`src/design/shtu_pkg.sv`:
```
// ----------------------------------------------------------------------------
// shtu_pkg
// Shared types and constants for the scheduled hysteresis thermostat unit.
// ----------------------------------------------------------------------------
`timescale 1ns / 1ps

package shtu_pkg;

    typedef enum logic [1:0] {
        OP_TICK      = 2'd0,
        OP_SAMPLE    = 2'd1,
        OP_SET_CLOCK = 2'd2,
        OP_NONE      = 2'd3
    } shtu_op_t;

    localparam int CFG_INDEX_W = 3;
    localparam int CFG_DATA_W  = 7;

    localparam logic [CFG_INDEX_W-1:0] CFG_SETPOINT     = 3'd0;
    localparam logic [CFG_INDEX_W-1:0] CFG_BAND         = 3'd1;
    localparam logic [CFG_INDEX_W-1:0] CFG_START_HOUR   = 3'd2;
    localparam logic [CFG_INDEX_W-1:0] CFG_START_MINUTE = 3'd3;
    localparam logic [CFG_INDEX_W-1:0] CFG_STOP_HOUR    = 3'd4;
    localparam logic [CFG_INDEX_W-1:0] CFG_STOP_MINUTE  = 3'd5;

    localparam logic [6:0] SETPOINT_RESET = 7'd25;
    localparam logic [3:0] BAND_RESET     = 4'd5;

    localparam logic [14:0] RECIP_Q16   = 15'd32031;
    localparam logic [25:0] ROUND_HALF  = 26'd32768;
    localparam logic [9:0]  TEMP_OFFSET = 10'd50;

    localparam logic [5:0] LAST_SECOND = 6'd59;
    localparam logic [5:0] LAST_MINUTE = 6'd59;
    localparam logic [4:0] LAST_HOUR   = 5'd23;

    typedef struct packed {
        logic [6:0] setpoint;
        logic [3:0] band;
        logic [4:0] start_hour;
        logic [5:0] start_minute;
        logic [4:0] stop_hour;
        logic [5:0] stop_minute;
    } shtu_cfg_t;

    typedef struct packed {
        logic [4:0] hours;
        logic [5:0] minutes;
        logic [5:0] seconds;
    } shtu_time_t;

endpackage

```
`src/design/shtu_item_if.sv`:
```
// ----------------------------------------------------------------------------
// shtu_item_if
// Input item channel: valid/ready handshake with the item fields.
// ----------------------------------------------------------------------------
`timescale 1ns / 1ps

interface shtu_item_if;
    logic       valid;
    logic       ready;
    logic [1:0] operation;
    logic [9:0] adc_sample;
    logic       level_critical;
    logic [4:0] new_hours;
    logic [5:0] new_minutes;

    modport source (output valid, operation, adc_sample, level_critical, new_hours,
                    new_minutes, input ready);
    modport sink (input valid, operation, adc_sample, level_critical, new_hours,
                  new_minutes, output ready);
endinterface

```
`src/design/shtu_result_if.sv`:
```
// ----------------------------------------------------------------------------
// shtu_result_if
// Result channel: valid/ready handshake with the result fields.
// ----------------------------------------------------------------------------
`timescale 1ns / 1ps

interface shtu_result_if;
    logic              valid;
    logic              ready;
    logic              relay_on;
    logic signed [9:0] temperature;
    logic [4:0]        clock_hours;
    logic [5:0]        clock_minutes;
    logic [5:0]        clock_seconds;

    modport source (output valid, relay_on, temperature, clock_hours, clock_minutes,
                    clock_seconds, input ready);
    modport sink (input valid, relay_on, temperature, clock_hours, clock_minutes,
                  clock_seconds, output ready);
endinterface

```
`src/design/shtu_cfg_if.sv`:
```
// ----------------------------------------------------------------------------
// shtu_cfg_if
// Configuration write channel: valid/ready handshake with index and data.
// ----------------------------------------------------------------------------
`timescale 1ns / 1ps

interface shtu_cfg_if;
    logic                           valid;
    logic                           ready;
    logic [shtu_pkg::CFG_INDEX_W-1:0] index;
    logic [shtu_pkg::CFG_DATA_W-1:0]  data;

    modport source (output valid, index, data, input ready);
    modport sink (input valid, index, data, output ready);
endinterface

```
`src/design/shtu_clock.sv`:
```
// ----------------------------------------------------------------------------
// shtu_clock
// Time-of-day counter: tick prescaler, seconds, minutes and hours.
// ----------------------------------------------------------------------------
`timescale 1ns / 1ps

module shtu_clock #(
    parameter logic [6:0] TICK_LIMIT = 7'd125
) (
    input  logic                 clk,
    input  logic                 rst_n,
    input  logic                 tick_en,
    input  logic                 set_en,
    input  logic [4:0]           new_hours,
    input  logic [5:0]           new_minutes,
    output shtu_pkg::shtu_time_t time_now,
    output shtu_pkg::shtu_time_t time_next
);

    logic [6:0] tick_reg, tick_next;
    logic [5:0] sec_reg, sec_next;
    logic [5:0] min_reg, min_next;
    logic [4:0] hour_reg, hour_next;

    always_comb
    begin
        tick_next = tick_reg;
        sec_next  = sec_reg;
        min_next  = min_reg;
        hour_next = hour_reg;
        if (tick_en)
        begin
            if (tick_reg >= TICK_LIMIT)
            begin
                tick_next = 7'd0;
                if (sec_reg >= shtu_pkg::LAST_SECOND)
                begin
                    sec_next = 6'd0;
                    if (min_reg >= shtu_pkg::LAST_MINUTE)
                    begin
                        min_next  = 6'd0;
                        hour_next = (hour_reg >= shtu_pkg::LAST_HOUR) ? 5'd0 : hour_reg + 5'd1;
                    end
                    else
                    begin
                        min_next = min_reg + 6'd1;
                    end
                end
                else
                begin
                    sec_next = sec_reg + 6'd1;
                end
            end
            else
            begin
                tick_next = tick_reg + 7'd1;
            end
        end
        else if (set_en)
        begin
            hour_next = (new_hours > shtu_pkg::LAST_HOUR) ? 5'd0 : new_hours;
            min_next  = (new_minutes > shtu_pkg::LAST_MINUTE) ? 6'd0 : new_minutes;
        end
    end

    always_ff @(posedge clk or negedge rst_n)
    begin
        if (!rst_n)
        begin
            tick_reg <= 7'd0;
            sec_reg  <= 6'd0;
            min_reg  <= 6'd0;
            hour_reg <= 5'd0;
        end
        else
        begin
            tick_reg <= tick_next;
            sec_reg  <= sec_next;
            min_reg  <= min_next;
            hour_reg <= hour_next;
        end
    end

    assign time_now  = '{hours: hour_reg, minutes: min_reg, seconds: sec_reg};
    assign time_next = '{hours: hour_next, minutes: min_next, seconds: sec_next};

endmodule

```
`src/design/shtu_relay.sv`:
```
// ----------------------------------------------------------------------------
// shtu_relay
// Temperature conversion and hysteresis relay control with heating window.
// ----------------------------------------------------------------------------
`timescale 1ns / 1ps

module shtu_relay (
    input  logic                 clk,
    input  logic                 rst_n,
    input  logic                 sample_en,
    input  logic [9:0]           adc_sample,
    input  logic                 level_critical,
    input  shtu_pkg::shtu_cfg_t  cfg,
    input  shtu_pkg::shtu_time_t time_now,
    output logic                 relay_next,
    output logic signed [9:0]    temp_next
);

    logic              relay_reg;
    logic signed [9:0] temp_reg;

    logic [24:0]        product;
    logic [25:0]        rounded;
    logic [9:0]         degrees;
    logic signed [9:0]  temp_conv;
    logic signed [10:0] temp_wide;
    logic signed [10:0] low_limit;
    logic signed [10:0] high_limit;
    logic               in_window;
    logic               relay_calc;

    assign product   = 25'(adc_sample) * 25'(shtu_pkg::RECIP_Q16);
    assign rounded   = {1'b0, product} + shtu_pkg::ROUND_HALF;
    assign degrees   = rounded[25:16];
    assign temp_conv = $signed(degrees - shtu_pkg::TEMP_OFFSET);
    assign temp_wide = {temp_conv[9], temp_conv};

    assign low_limit  = $signed({4'd0, cfg.setpoint}) - $signed({7'd0, cfg.band});
    assign high_limit = $signed({4'd0, cfg.setpoint}) + $signed({7'd0, cfg.band});

    always_comb
    begin
        if (cfg.start_hour < cfg.stop_hour)
        begin
            in_window = ((time_now.hours > cfg.start_hour) ||
                         ((time_now.hours == cfg.start_hour) &&
                          (time_now.minutes > cfg.start_minute))) &&
                        ((time_now.hours < cfg.stop_hour) ||
                         ((time_now.hours == cfg.stop_hour) &&
                          (time_now.minutes < cfg.stop_minute)));
        end
        else if (time_now.hours > cfg.start_hour)
        begin
            in_window = 1'b1;
        end
        else if (time_now.hours == cfg.start_hour)
        begin
            in_window = time_now.minutes > cfg.start_minute;
        end
        else if (time_now.hours < cfg.stop_hour)
        begin
            in_window = 1'b1;
        end
        else if (time_now.hours == cfg.stop_hour)
        begin
            in_window = time_now.minutes < cfg.stop_minute;
        end
        else
        begin
            in_window = 1'b0;
        end
    end

    always_comb
    begin
        relay_calc = relay_reg;
        if (level_critical)
        begin
            relay_calc = 1'b0;
        end
        else if (temp_wide < low_limit)
        begin
            relay_calc = in_window;
        end
        else if (temp_wide > high_limit)
        begin
            relay_calc = 1'b0;
        end
    end

    assign relay_next = sample_en ? relay_calc : relay_reg;
    assign temp_next  = sample_en ? temp_conv : temp_reg;

    always_ff @(posedge clk or negedge rst_n)
    begin
        if (!rst_n)
        begin
            relay_reg <= 1'b0;
            temp_reg  <= 10'sd0;
        end
        else
        begin
            relay_reg <= relay_next;
            temp_reg  <= temp_next;
        end
    end

endmodule

```
`src/design/scheduled_hysteresis_thermostat_unit.sv`:
```
// ----------------------------------------------------------------------------
// scheduled_hysteresis_thermostat_unit
// Heater relay controller with a time-of-day clock and a heating window.
// ----------------------------------------------------------------------------
// The unit accepts one item in every cycle while results are taken, and returns
// one result per item. The item is held in an input register. The clock update,
// or the temperature conversion and relay decision, is done in one pass, and
// the result is then captured in an output register. The conversion multiply
// feeding the hysteresis compare sets the longest path. A waiting result
// holds the input register. Once that register is full as well, the input
// stalls until the result is taken. Configuration writes are taken in any
// cycle.
// ----------------------------------------------------------------------------
`timescale 1ns / 1ps

module scheduled_hysteresis_thermostat_unit #(
    parameter logic [6:0] TICK_LIMIT = 7'd125
) (
    input  logic          clk,
    input  logic          rst_n,
    shtu_item_if.sink     item,
    shtu_result_if.source result,
    shtu_cfg_if.sink      cfg
);

    shtu_pkg::shtu_cfg_t  cfg_reg;
    shtu_pkg::shtu_time_t time_now;
    shtu_pkg::shtu_time_t time_next;

    logic                item_valid_reg;
    shtu_pkg::shtu_op_t  op_reg;
    logic [9:0]          adc_reg;
    logic                crit_reg;
    logic [4:0]          new_hours_reg;
    logic [5:0]          new_minutes_reg;

    logic                res_valid_reg;
    logic                res_relay_reg;
    logic signed [9:0]   res_temp_reg;
    shtu_pkg::shtu_time_t res_time_reg;

    logic                advance;
    logic                relay_next;
    logic signed [9:0]   temp_next;

    assign cfg.ready = 1'b1;

    always_ff @(posedge clk or negedge rst_n)
    begin
        if (!rst_n)
        begin
            cfg_reg.setpoint     <= shtu_pkg::SETPOINT_RESET;
            cfg_reg.band         <= shtu_pkg::BAND_RESET;
            cfg_reg.start_hour   <= 5'd0;
            cfg_reg.start_minute <= 6'd0;
            cfg_reg.stop_hour    <= 5'd0;
            cfg_reg.stop_minute  <= 6'd0;
        end
        else if (cfg.valid)
        begin
            case (cfg.index)
                shtu_pkg::CFG_SETPOINT:     cfg_reg.setpoint     <= cfg.data;
                shtu_pkg::CFG_BAND:         cfg_reg.band         <= cfg.data[3:0];
                shtu_pkg::CFG_START_HOUR:   cfg_reg.start_hour   <= cfg.data[4:0];
                shtu_pkg::CFG_START_MINUTE: cfg_reg.start_minute <= cfg.data[5:0];
                shtu_pkg::CFG_STOP_HOUR:    cfg_reg.stop_hour    <= cfg.data[4:0];
                shtu_pkg::CFG_STOP_MINUTE:  cfg_reg.stop_minute  <= cfg.data[5:0];
                default: ;
            endcase
        end
    end

    assign advance    = item_valid_reg && (!res_valid_reg || result.ready);
    assign item.ready = !item_valid_reg || advance;

    // hold the accepted transaction
    always_ff @(posedge clk or negedge rst_n)
    begin
        if (!rst_n)
        begin
            item_valid_reg <= 1'b0;
        end
        else if (item.ready)
        begin
            item_valid_reg <= item.valid;
        end
    end

    always_ff @(posedge clk)
    begin
        if (item.ready && item.valid)
        begin
            op_reg          <= shtu_pkg::shtu_op_t'(item.operation);
            adc_reg         <= item.adc_sample;
            crit_reg        <= item.level_critical;
            new_hours_reg   <= item.new_hours;
            new_minutes_reg <= item.new_minutes;
        end
    end

    shtu_clock #(
        .TICK_LIMIT (TICK_LIMIT)
    ) u_clock (
        .clk         (clk),
        .rst_n       (rst_n),
        .tick_en     (advance && (op_reg == shtu_pkg::OP_TICK)),
        .set_en      (advance && (op_reg == shtu_pkg::OP_SET_CLOCK)),
        .new_hours   (new_hours_reg),
        .new_minutes (new_minutes_reg),
        .time_now    (time_now),
        .time_next   (time_next)
    );

    shtu_relay u_relay (
        .clk            (clk),
        .rst_n          (rst_n),
        .sample_en      (advance && (op_reg == shtu_pkg::OP_SAMPLE)),
        .adc_sample     (adc_reg),
        .level_critical (crit_reg),
        .cfg            (cfg_reg),
        .time_now       (time_now),
        .relay_next     (relay_next),
        .temp_next      (temp_next)
    );

    // advance the result register; drop it once taken
    always_ff @(posedge clk or negedge rst_n)
    begin
        if (!rst_n)
        begin
            res_valid_reg <= 1'b0;
        end
        else if (advance)
        begin
            res_valid_reg <= 1'b1;
        end
        else if (result.ready)
        begin
            res_valid_reg <= 1'b0;
        end
    end

    always_ff @(posedge clk)
    begin
        if (advance)
        begin
            res_relay_reg <= relay_next;
            res_temp_reg  <= temp_next;
            res_time_reg  <= time_next;
        end
    end

    assign result.valid         = res_valid_reg;
    assign result.relay_on      = res_relay_reg;
    assign result.temperature   = res_temp_reg;
    assign result.clock_hours   = res_time_reg.hours;
    assign result.clock_minutes = res_time_reg.minutes;
    assign result.clock_seconds = res_time_reg.seconds;

endmodule
```
`src/flat_wrapper.sv`:
```
// flat-port wrapper written by rule: the top's interface ports become plain ports
module scheduled_hysteresis_thermostat_unit_flat 
#(
    parameter logic [6:0] TICK_LIMIT = 7'd125
)
  (clk, rst_n, item_valid, item_operation, item_adc_sample, item_level_critical, item_new_hours, item_new_minutes, item_ready, result_valid, result_relay_on, result_temperature, result_clock_hours, result_clock_minutes, result_clock_seconds, result_ready, cfg_valid, cfg_index, cfg_data, cfg_ready);
  shtu_item_if item_i ();
  shtu_result_if result_i ();
  shtu_cfg_if cfg_i ();
  input  logic clk;
  input  logic rst_n;
  input wire logic [$bits(item_i.valid)-1:0] item_valid;
  input wire logic [$bits(item_i.operation)-1:0] item_operation;
  input wire logic [$bits(item_i.adc_sample)-1:0] item_adc_sample;
  input wire logic [$bits(item_i.level_critical)-1:0] item_level_critical;
  input wire logic [$bits(item_i.new_hours)-1:0] item_new_hours;
  input wire logic [$bits(item_i.new_minutes)-1:0] item_new_minutes;
  output wire logic [$bits(item_i.ready)-1:0] item_ready;
  output wire logic [$bits(result_i.valid)-1:0] result_valid;
  output wire logic [$bits(result_i.relay_on)-1:0] result_relay_on;
  output wire logic [$bits(result_i.temperature)-1:0] result_temperature;
  output wire logic [$bits(result_i.clock_hours)-1:0] result_clock_hours;
  output wire logic [$bits(result_i.clock_minutes)-1:0] result_clock_minutes;
  output wire logic [$bits(result_i.clock_seconds)-1:0] result_clock_seconds;
  input wire logic [$bits(result_i.ready)-1:0] result_ready;
  input wire logic [$bits(cfg_i.valid)-1:0] cfg_valid;
  input wire logic [$bits(cfg_i.index)-1:0] cfg_index;
  input wire logic [$bits(cfg_i.data)-1:0] cfg_data;
  output wire logic [$bits(cfg_i.ready)-1:0] cfg_ready;
  assign item_i.valid = item_valid;
  assign item_i.operation = item_operation;
  assign item_i.adc_sample = item_adc_sample;
  assign item_i.level_critical = item_level_critical;
  assign item_i.new_hours = item_new_hours;
  assign item_i.new_minutes = item_new_minutes;
  assign item_ready = item_i.ready;
  assign result_valid = result_i.valid;
  assign result_relay_on = result_i.relay_on;
  assign result_temperature = result_i.temperature;
  assign result_clock_hours = result_i.clock_hours;
  assign result_clock_minutes = result_i.clock_minutes;
  assign result_clock_seconds = result_i.clock_seconds;
  assign result_i.ready = result_ready;
  assign cfg_i.valid = cfg_valid;
  assign cfg_i.index = cfg_index;
  assign cfg_i.data = cfg_data;
  assign cfg_ready = cfg_i.ready;
  scheduled_hysteresis_thermostat_unit #(.TICK_LIMIT(TICK_LIMIT)) u_core (.clk(clk), .rst_n(rst_n), .item(item_i), .result(result_i), .cfg(cfg_i));
endmodule
```
`config.mk`:
```
export PLATFORM = sky130hd
export DESIGN_NAME = scheduled_hysteresis_thermostat_unit_flat
export DESIGN_NICKNAME = d
export VERILOG_FILES = /design/src/design/shtu_pkg.sv /design/src/design/shtu_item_if.sv /design/src/design/shtu_result_if.sv /design/src/design/shtu_cfg_if.sv /design/src/design/shtu_clock.sv /design/src/design/shtu_relay.sv /design/src/design/scheduled_hysteresis_thermostat_unit.sv /design/src/flat_wrapper.sv
export SDC_FILE = /design/constraint.sdc
export NUM_CORES = 1
export LEC_CHECK = 0
export ABC_CLOCK_PERIOD_IN_PS = 21700
export BUFFER_PORTS_ARGS = -buffer_cell sky130_fd_sc_hd__buf_2
export CAP_MARGIN = 15
export CELL_PAD_IN_SITES_DETAIL_PLACEMENT = 0
export CELL_PAD_IN_SITES_GLOBAL_PLACEMENT = 1
export CORE_ASPECT_RATIO = 0.9
export CORE_MARGIN = 4
export CORE_UTILIZATION = 45
export DETAILED_ROUTE_END_ITERATION = 6
export GPL_ROUTABILITY_DRIVEN = 0
export GPL_TIMING_DRIVEN = 0
export PLACE_DENSITY_LB_ADDON = 0.3
export SLEW_MARGIN = 20
export SYNTH_ARGS = -nofsm -noshare
export SYNTH_HDL_FRONTEND = slang
export SYNTH_SLANG_ARGS = --single-unit
```
`constraint.sdc`:
```
create_clock -name clk -period 21.7 [get_ports clk]
set_input_delay 1.085 -clock clk [delete_from_list [all_inputs] [get_ports clk]]
set_output_delay 1.085 -clock clk [all_outputs]
set_load 0.01 [all_outputs]
```
# Word-level counts from Yosys, hierarchy flattened
# Cells that the tools add are included.
dict set report classes {
  n_addsub 8
  mul 1
  n_lt_le_gt_ge 13
  eq_ne 9
  n_mux 29
  n_reduce_logical 23
}
# op count
set op_table {}
lappend op_table {{$mux W6} 9}
lappend op_table {{$mux W5} 7}
lappend op_table {{$add A25 B16 Y26 const B} 1}
lappend op_table {{$mul A10 B15 Y25 const B} 1}
lappend op_table {{$add A6 B1 Y6 const B} 2}
lappend op_table {{$ge A6 B6 Y1 const B} 2}
lappend op_table {{$reduce_and A2 Y1} 6}
lappend op_table {{$mux W1} 11}
lappend op_table {{$eq A5 B5 Y1} 2}
lappend op_table {{$gt A10 B9 Y1} 1}
lappend op_table {{$lt A10 B8 Y1} 1}
lappend op_table {{$lt A5 B5 Y1} 2}
lappend op_table {{$mux W10} 1}
lappend op_table {{$sub A10 B6 Y10 const B} 1}
lappend op_table {{$add A7 B4 Y8} 1}
lappend op_table {{$logic_and A1 B1 Y1} 8}
lappend op_table {{$sub A7 B4 Y8} 1}
lappend op_table {{$add A7 B1 Y7 const B} 1}
lappend op_table {{$ge A7 B7 Y1 const B} 1}
lappend op_table {{$mux W7} 1}
lappend op_table {{$eq A3 B2 Y1 const B} 2}
lappend op_table {{$eq A3 B3 Y1 const B} 2}
lappend op_table {{$gt A6 B6 Y1} 1}
lappend op_table {{$gt A6 B6 Y1 const B} 1}
lappend op_table {{other kinds (13)} 17}
dict set report totals {
  reg_bits 122
  inputBits 39
  out_inout_bits 31
  word_cells 107
}

# Logic depth before layout (Yosys ltp)
# Gate-level depths: netlist (run 1).
dict set report depth {
  word_depth 9
  depth_mapped 30
  ltp_nobuf 30
}

# Hierarchy
# From an unflattened synthesis (run 1), not the netlist that was laid out.
dict set report hier_totals {
  hier_cells 859
  hier_area_um2 9446.6
}
# module instances cells_per_inst area_per_inst_um2 seq_area_each_um2
set by_module_without_submodules {}
lappend by_module_without_submodules {shtu_relay 1 553 4923.5 275.3}
lappend by_module_without_submodules {scheduled_hysteresis_thermostat_unit 1 138 2984.1 2443.6}
lappend by_module_without_submodules {shtu_clock 1 168 1539.0 600.6}

# Worst setup path after synthesis (run 1)
# OpenSTA, ideal clock, no wires.
dict set report synth_path {
  kind {flip-flop to flip-flop}
  startpoint {reg u_core.adc_reg[4]}
  endpoint {reg u_core.res_relay_reg (netlist: u_core.result.relay_on) (data pin)}
  setup_time_ns 0.270
  t_arrival_ns 6.655
  required_ns 21.430
  setup_slack_ns 14.775
  path_stages_with_launch 28
  n_path_buf 0
  synth_period_minus_slack_ns 6.925
  path_cell_list {edfxtp_1 > fa_1 > ha_1 > fa_1 > inv_1 > fa_1 > inv_1 > fa_1 > ha_1 > a21oi_1 > o21ai_4 > a311o_1 > o21ai_1 > a21oi_1 > inv_1 > ha_1 > o21ai_1 > a311oi_2 > a21oi_2 > a221oi_2 > xnor2_1 > inv_1 > ha_1 > nor3b_1 > a21oi_1 > o21ai_0 > a22oi_1 > o41ai_2}
}
dict set report synth_between {
  elab_chain_cells 8
  elab_cells_between_ends 9
  classes_between {2 x add/sub; 1 x mul; 2 x order compare; 4 x mux}
}
# item line
set synth_lines {}
lappend synth_lines {{start, declared} scheduled_hysteresis_thermostat_unit.sv:32} ;# logic [9:0] adc_reg;
lappend synth_lines {{start signal, assigned} scheduled_hysteresis_thermostat_unit.sv:94} ;# adc_reg <= item.adc_sample;
lappend synth_lines {{$mul A10 B15 Y25 (*)} shtu_relay.sv:32} ;# assign product = 25'(adc_sample) * 25'(shtu_pkg::RECIP_Q16);
lappend synth_lines {{$add A25 B16 Y26 (*)} shtu_relay.sv:33} ;# assign rounded = {1'b0, product} + shtu_pkg::ROUND_HALF;
lappend synth_lines {{$sub A10 B6 Y10 (*)} shtu_relay.sv:35} ;# assign temp_conv = $signed(degrees - shtu_pkg::TEMP_OFFSET);
lappend synth_lines {{$gt A10 B9 Y1} shtu_relay.sv:85} ;# else if (temp_wide > high_limit)
lappend synth_lines {{$mux W1} shtu_relay.sv:85}
lappend synth_lines {{$mux W1 (*)} shtu_relay.sv:81} ;# else if (temp_wide < low_limit)
lappend synth_lines {{$mux W1 (*)} shtu_relay.sv:77} ;# if (level_critical)
lappend synth_lines {{$mux W1 (*)} shtu_relay.sv:91} ;# assign relay_next = sample_en ? relay_calc : relay_reg;
lappend synth_lines {{net u_core.relay_next} scheduled_hysteresis_thermostat_unit.sv:43} ;# logic relay_next;
lappend synth_lines {{end signal, assigned} scheduled_hysteresis_thermostat_unit.sv:147} ;# res_relay_reg <= relay_next;
lappend synth_lines {{end, declared} scheduled_hysteresis_thermostat_unit.sv:38} ;# logic res_relay_reg;
# Mark *: on every way through the listed nets, which the timed path passes. The rest lies on a longest branch.
# A chain may end at the register's enable or synchronous reset.

# Final worst setup path (run 1)
# Same ends and word-level chain as after synthesis.

==> impl_metrics.py, run 1 <==
metrics = {
    "critical_path": {
        "worst-setup-path-type": "register to register",
        "slowest_delay_ps": 760,
        "cp.buffers_inverters": 4,
        "rr_endpoint": "u_core.result.relay_on",
        "path_max_fanout": 6,
        "rr_startpoint": "u_core.adc_reg[4]",
        "worstPathRequired_ps": 21880,
        "cp_slowest_cell": "fa_1",
        "crit_path_end_kind": "register",
        "cp_top_family": "adder cells",
        "ff2ff_path_depth": 27,
        "worstSetupStartpointType": "register",
        "r2r_slack_ps": 13740,
        "crit_arrival_ps": 8140,
    },
    "logic_synthesis": {
        "postSynthCellCount": 897,
        "synth-seq-cells": 122,
        "syn-num-nets": 1117,
        "synthXorXnorAreaFrac_pct": 2.946,
        "synthSimpleGateAreaFrac_pct": 11.73,
        "synth.avg_cell_area_um2": 10.51,
        "synth_top_family_by_area": "adder cells",
        "synth_mux_area_share_pct": 3.304,
        "async_flop_share_pct": 57.38,
        "synth_edf_count": 52,
        "synth_compound_area_share_pct": 13.16,
        "ys.flop_type": "dfrtp_1",
        "synthDistinctLibCells": 80,
        "yosysWarnings": 0,
        "synthAdderAreaFrac_pct": 27.95,
        "yosysSeqAreaShare_pct": 35.20,
        "netlist_area_um2": 9429,
    },
    "placed_design": {
        "dp_hpwl_mm": 16.08,
        "place_area_um2": 10150,
        "dp_slack_ps": 13730,
        "io_buffers": 68,
    },
    "clock_network": {
        "cts_made_buffers": 17,
        "h-tree-depth": 4,
        "cts-root-buf": "clkbuf_16",
        "cts_tree": "yes",
        "post_cts_resized": 0,
        "post_cts_buffers": 0,
        "ctsLongestPathBuffers": 2,
        "cts_sinks": 122,
        "insertion_delay_ps": 420,
        "hold_buffers": 0,
        "clkTransAtPathRegs_ps": 50,
    },
    "run_status": {
        "status": "completed",
    },
    "grt": {
        "antenna_found_initial": 0,
        "grt.total_usage_pct": 18.06,
        "grt_pass1_vias": 6790,
        "grt_overflow": 0,
        "grt_pass1_wl_mm": 34.32,
        "grt_max_degree": 54,
    },
    "layout": {
        "multi_input_area_um2": 5577,
        "n_antenna_cell": 0,
        "design_area_um2": 10740,
        "final-seq-area_um2": 3319,
        "nets": 1205,
        "drive_above_1_share_pct": 17.13,
        "n_fill_cell": 1831,
        "utilization_pct": 52.94,
        "syn2layout_area_growth_pct": 13.93,
        "largest_reg_flops": 33,
    },
    "sta": {
        "final.setup.worst_slack_ps": 13740,
        "hold_violations": 0,
        "period_minus_slack_ps": 7962,
        "rsz0062_at_grt": "false",
        "clock_skew_ps": 9.344,
        "finalSetupTns_ps": 0,
        "relSlewSlack_pct": 27.00,
        "fmax_ghz": 0.1256,
        "setup_violations": 0,
        "worst_pin_slew_ps": 1093,
        "final_max_slew_viol_count": 0,
        "post-route-period-util_pct": 36.69,
    },
    "route": {
        "drt-wirelength-per-cell_um": 15.83,
        "drt_iter0_drc": 300,
        "firstDrtPassIters": 4,
        "via_per_inst": 5.165,
        "remaining_drc_errors": 0,
        "drt_wl_total_mm": 20.23,
        "via_count": 6601,
        "detail-route-antenna-nets": 0,
    },
    "floorplanning": {
        "die_area_um2": 23340,
        "rows": 49,
        "fp.dieH_um": 145.3,
        "initial_core_util_pct": 46.46,
        "core-area_um2": 20290,
        "io_pins": 70,
        "die_w_um": 160.6,
    },
    "min_path": {
        "holdPathEnd": "u_core.u_clock.tick_reg[5]",
        "hp-class": "register to register",
        "hold_path_depth": 1,
        "hold_start": "u_core.u_clock.tick_reg[5]",
    },
    "flow_run": {
        "drv_cap": 0,
    },
}
==> Yosys cell counts, types with 7 or more instances <==
cell type	number	area, µm²
ha_1	133	1664
inv_1	130	488.0
dfrtp_1	65	1627
nand2_1	62	232.7
o21ai_0	58	290.3
edfxtp_1	52	1562
fa_1	48	960.9
a21oi_1	43	215.2
nor2_1	38	142.6
mux2_2	25	281.5
xor2_1	16	140.1
nand2b_1	14	87.58
nand3_1	14	70.07
nand4_1	13	81.33
nor2b_1	12	75.07
xnor2_1	12	105.1
clkbuf_1	9	33.78
nor3_1	9	45.04
and3_1	8	50.05
o21a_1	8	60.06
o22ai_1	7	43.79
==> logic make-up after synthesis <==
logic type | Yosys count
buffers and inverters | 141
muxes | 28
other | 1
DFF | 122
xor gates and xnor gates | 30
adders and majority gates | 182
and+or+nand+nor | 211
AOI/OAI and AO/OA | 182
==> worst max path at each step <==
stage	start	to	slack, ps	cells after the start
2_1_floorplan	u_core.adc_reg[4]	u_core.result.relay_on	14780	27
3_3_place_gp	u_core.adc_reg[4]	u_core.result.relay_on	13810	27
3_5_place_dp	u_core.adc_reg[4]	u_core.result.relay_on	13730	27
4_1_cts	u_core.adc_reg[4]	u_core.result.relay_on	13700	27
5_1_grt	u_core.adc_reg[7]	u_core.result.relay_on	13230	27
6_report	u_core.adc_reg[4]	u_core.result.relay_on	13740	27
==> metal layers <==
layer  part of all wire, %  global-route usage (%)  up-vias
met3                   3.3                   3.403       35
met5                     0                       0        -
li1                      -                       -     3324
met2                    44                   28.27      112
met4                   2.4                   6.022        0
met1                    50                   25.35     3130
==> cell usage in the layout (no fill, tap or decap), types with 8 or more instances in the layout <==
master	count
ha_1	133
inv_1	129
buf_2	67
dfrtp_1	65
nand2_1	62
o21ai_0	58
edfxtp_1	52
fa_1	48
a21oi_1	43
nor2_1	38
mux2_2	25
clkbuf_16	17
xor2_1	16
nand2b_1	14
nand3_1	14
nand4_1	13
xnor2_1	12
nor2b_1	12
clkbuf_1	9
nor3_1	9
and3_1	8
o21a_1	8
==> stage by stage <==
stage                     hold slack, ps  std cells
after global routing               513.9       1278
after CTS                          479.7       1278
after global placement             475.5       1245
after floorplan                    441.0        897
final                              487.8       1278
after detailed placement           473.5       1246
==> final cells by class <==
class	count	share of cell area, %
clock inverters	11	1.037
inverters	130	4.542
well taps	280	3.261
repair buffers	69	3.447
multi-input cells	634	51.91
flip-flops and latches	122	30.90
clock buffers	21	4.472
plain buffers	11	0.4309
Power of run 1 is not shown: default switching activity piles up to over one toggle a cycle in this logic, so the estimate is an artifact.
==> inputs of run 2 (changes only) <==
--- a/config.mk
+++ b/config.mk
@@ -5,7 +5,7 @@
 export SDC_FILE = /design/constraint.sdc
 export NUM_CORES = 1
 export LEC_CHECK = 0
-export ABC_CLOCK_PERIOD_IN_PS = 21700
+export ABC_CLOCK_PERIOD_IN_PS = 7700
 export BUFFER_PORTS_ARGS = -buffer_cell sky130_fd_sc_hd__buf_2
 export CAP_MARGIN = 15
 export CELL_PAD_IN_SITES_DETAIL_PLACEMENT = 0
==> constraint.sdc (replaced) <==
create_clock -name clk -period 7.7 [get_ports clk]
set_input_delay 0.385 -clock clk [delete_from_list [all_inputs] [get_ports clk]]
set_output_delay 0.385 -clock clk [all_outputs]
set_load 0.01 [all_outputs]
==> impl_metrics.py, run 2 (synthesized netlist as in run 1, its figures left out) <==
metrics = {
    "run_status": {
        "status": "completed",
    },
    "min_path": {
        "hp-class": "primary input to register",
        "holdPathEnd": "u_core.adc_reg[1]",
        "hold_start": "item_adc_sample[1]",
        "hold_path_depth": 1,
    },
    "sta": {
        "relSlewSlack_pct": 27.07,
        "worst_pin_slew_ps": 1092,
        "setup_violations": 0,
        "fmax_ghz": 0.1354,
        "post-route-period-util_pct": 95.90,
        "final.setup.worst_slack_ps": 315.4,
        "period_minus_slack_ps": 7385,
        "final_max_slew_viol_count": 0,
        "clock_skew_ps": 8.652,
        "finalSetupTns_ps": 0,
        "hold_violations": 0,
    },
    "layout": {
        "largest_reg_flops": 33,
        "drive_above_1_share_pct": 20.73,
        "n_antenna_cell": 0,
        "design_area_um2": 11020,
        "final_cell_mix": "inv_1 (128), ha_1 (128), buf_2 (67)",
        "nets": 1225,
        "syn2layout_area_growth_pct": 16.89,
        "utilization_pct": 54.31,
    },
    "clock_network": {
        "cts-root-buf": "clkbuf_16",
        "cts_tree": "yes",
        "ctsLongestPathBuffers": 2,
        "cts_sinks": 122,
        "cts_made_buffers": 17,
        "h-tree-depth": 4,
        "insertion_delay_ps": 420,
        "clkTransAtPathRegs_ps": 60,
    },
    "floorplanning": {
        "fp.dieH_um": 145.3,
        "core-area_um2": 20290,
        "rows": 49,
        "die_w_um": 160.6,
        "io_pins": 70,
        "initial_core_util_pct": 46.46,
        "die_area_um2": 23340,
    },
    "route": {
        "top_layer": "met4",
        "detail-route-antenna-nets": 0,
        "drt_wl_total_mm": 20.68,
        "drt-met1-wl_mm": 10.33,
        "via_count": 6726,
        "via_per_inst": 5.182,
        "wl_met2_mm": 9.306,
        "firstDrtPassIters": 4,
        "dr_wl_met3_um": 610,
        "drt-wirelength-per-cell_um": 15.93,
        "remaining_drc_errors": 0,
        "drt_iter0_drc": 340,
    },
    "grt": {
        "grt_max_degree": 54,
        "grt_pass1_wl_mm": 34.58,
        "grt.total_usage_pct": 18.20,
        "grt_overflow": 0,
        "grt_pass1_vias": 6855,
        "antenna_found_initial": 0,
    },
    "placed_design": {
        "dp_slack_ps": -270.9,
        "place_area_um2": 10150,
        "io_buffers": 68,
        "dp_hpwl_mm": 16.08,
    },
    "critical_path": {
        "rr_endpoint": "u_core.result.relay_on",
        "crit_arrival_ps": 7530,
        "rr_startpoint": "u_core.adc_reg[8]",
        "worst-setup-path-type": "register to register",
        "crit_path_end_kind": "register",
        "path_max_fanout": 4,
        "worstSetupStartpointType": "register",
        "slowest_delay_ps": 620,
        "cp_slowest_cell": "fa_2",
        "ff2ff_path_depth": 28,
        "r2r_slack_ps": 320,
        "worstPathRequired_ps": 7840,
    },
    "flow_run": {
        "drv_cap": 0,
    },
}
-- run 2: changes by cell type in the layout (fill, tap and decap cells not counted), sizes merged --
cell         before  now
dlygate4sd3       0    1
buf              70   89
-- run 2: how the worst max path moves through the flow --
stage                 startpoint                     end  slack [ps]  depth (start not counted)
3_3_place_gp   u_core.adc_reg[4]  u_core.result.relay_on        -190                         27
5_1_grt        u_core.adc_reg[8]  u_core.result.relay_on         -30                         28
2_1_floorplan  u_core.adc_reg[4]  u_core.result.relay_on         780                         27
3_5_place_dp   u_core.adc_reg[4]  u_core.result.relay_on        -270                         27
6_report       u_core.adc_reg[8]  u_core.result.relay_on         320                         28
4_1_cts        u_core.adc_reg[8]  u_core.result.relay_on           8                         27
-- run 2: stage by stage --
stage          hold WS, ps  std cells
2_1_floorplan        89.41        897
3_3_place_gp         475.5       1245
3_5_place_dp         309.8       1246
4_1_cts              121.4       1289
5_1_grt              127.3       1298
6_report             139.4       1298
-- run 2: critical path: cells and delay by family (launching register included) --
kind,cells,cell delay [ps]
AO/OA/AOI/OAI,11,2170
XOR/XNOR,1,190
adder cells (fa/ha/maj),8,3390
buffers and inverters,5,450
flip-flops,1,470
AND/OR/NAND/NOR,3,440
-- run 2: what timing repair did --
action                                  CTS  global route
resized for setup                         4            22
buffers inserted                         10             9
endpoints found under the setup margin    2             2
hold buffers                              1             0
pin swaps                                 1             8
gates cloned                              0             0
hold endpoints to repair                 17             0
-- run 2: layer usage --
layer,GRT usage [%],vias up
li1,-,3369
met1,25.67,3220
met2,28.48,103
met3,3.233,34
met4,6.108,0
met5,0,-
-- run 2: layout make-up --
cell class | count | area [µm²]
fill | 1803 | 9271
multi-input combinational | 634 | 5690
sequential | 122 | 3319
timing repair buffer | 89 | 535.5
inverter | 130 | 488.0
clock buffer | 21 | 480.5
tap | 280 | 350.3
clock inverter | 11 | 111.4
buffer | 11 | 46.29
Power of run 2 is left out for the same reason.
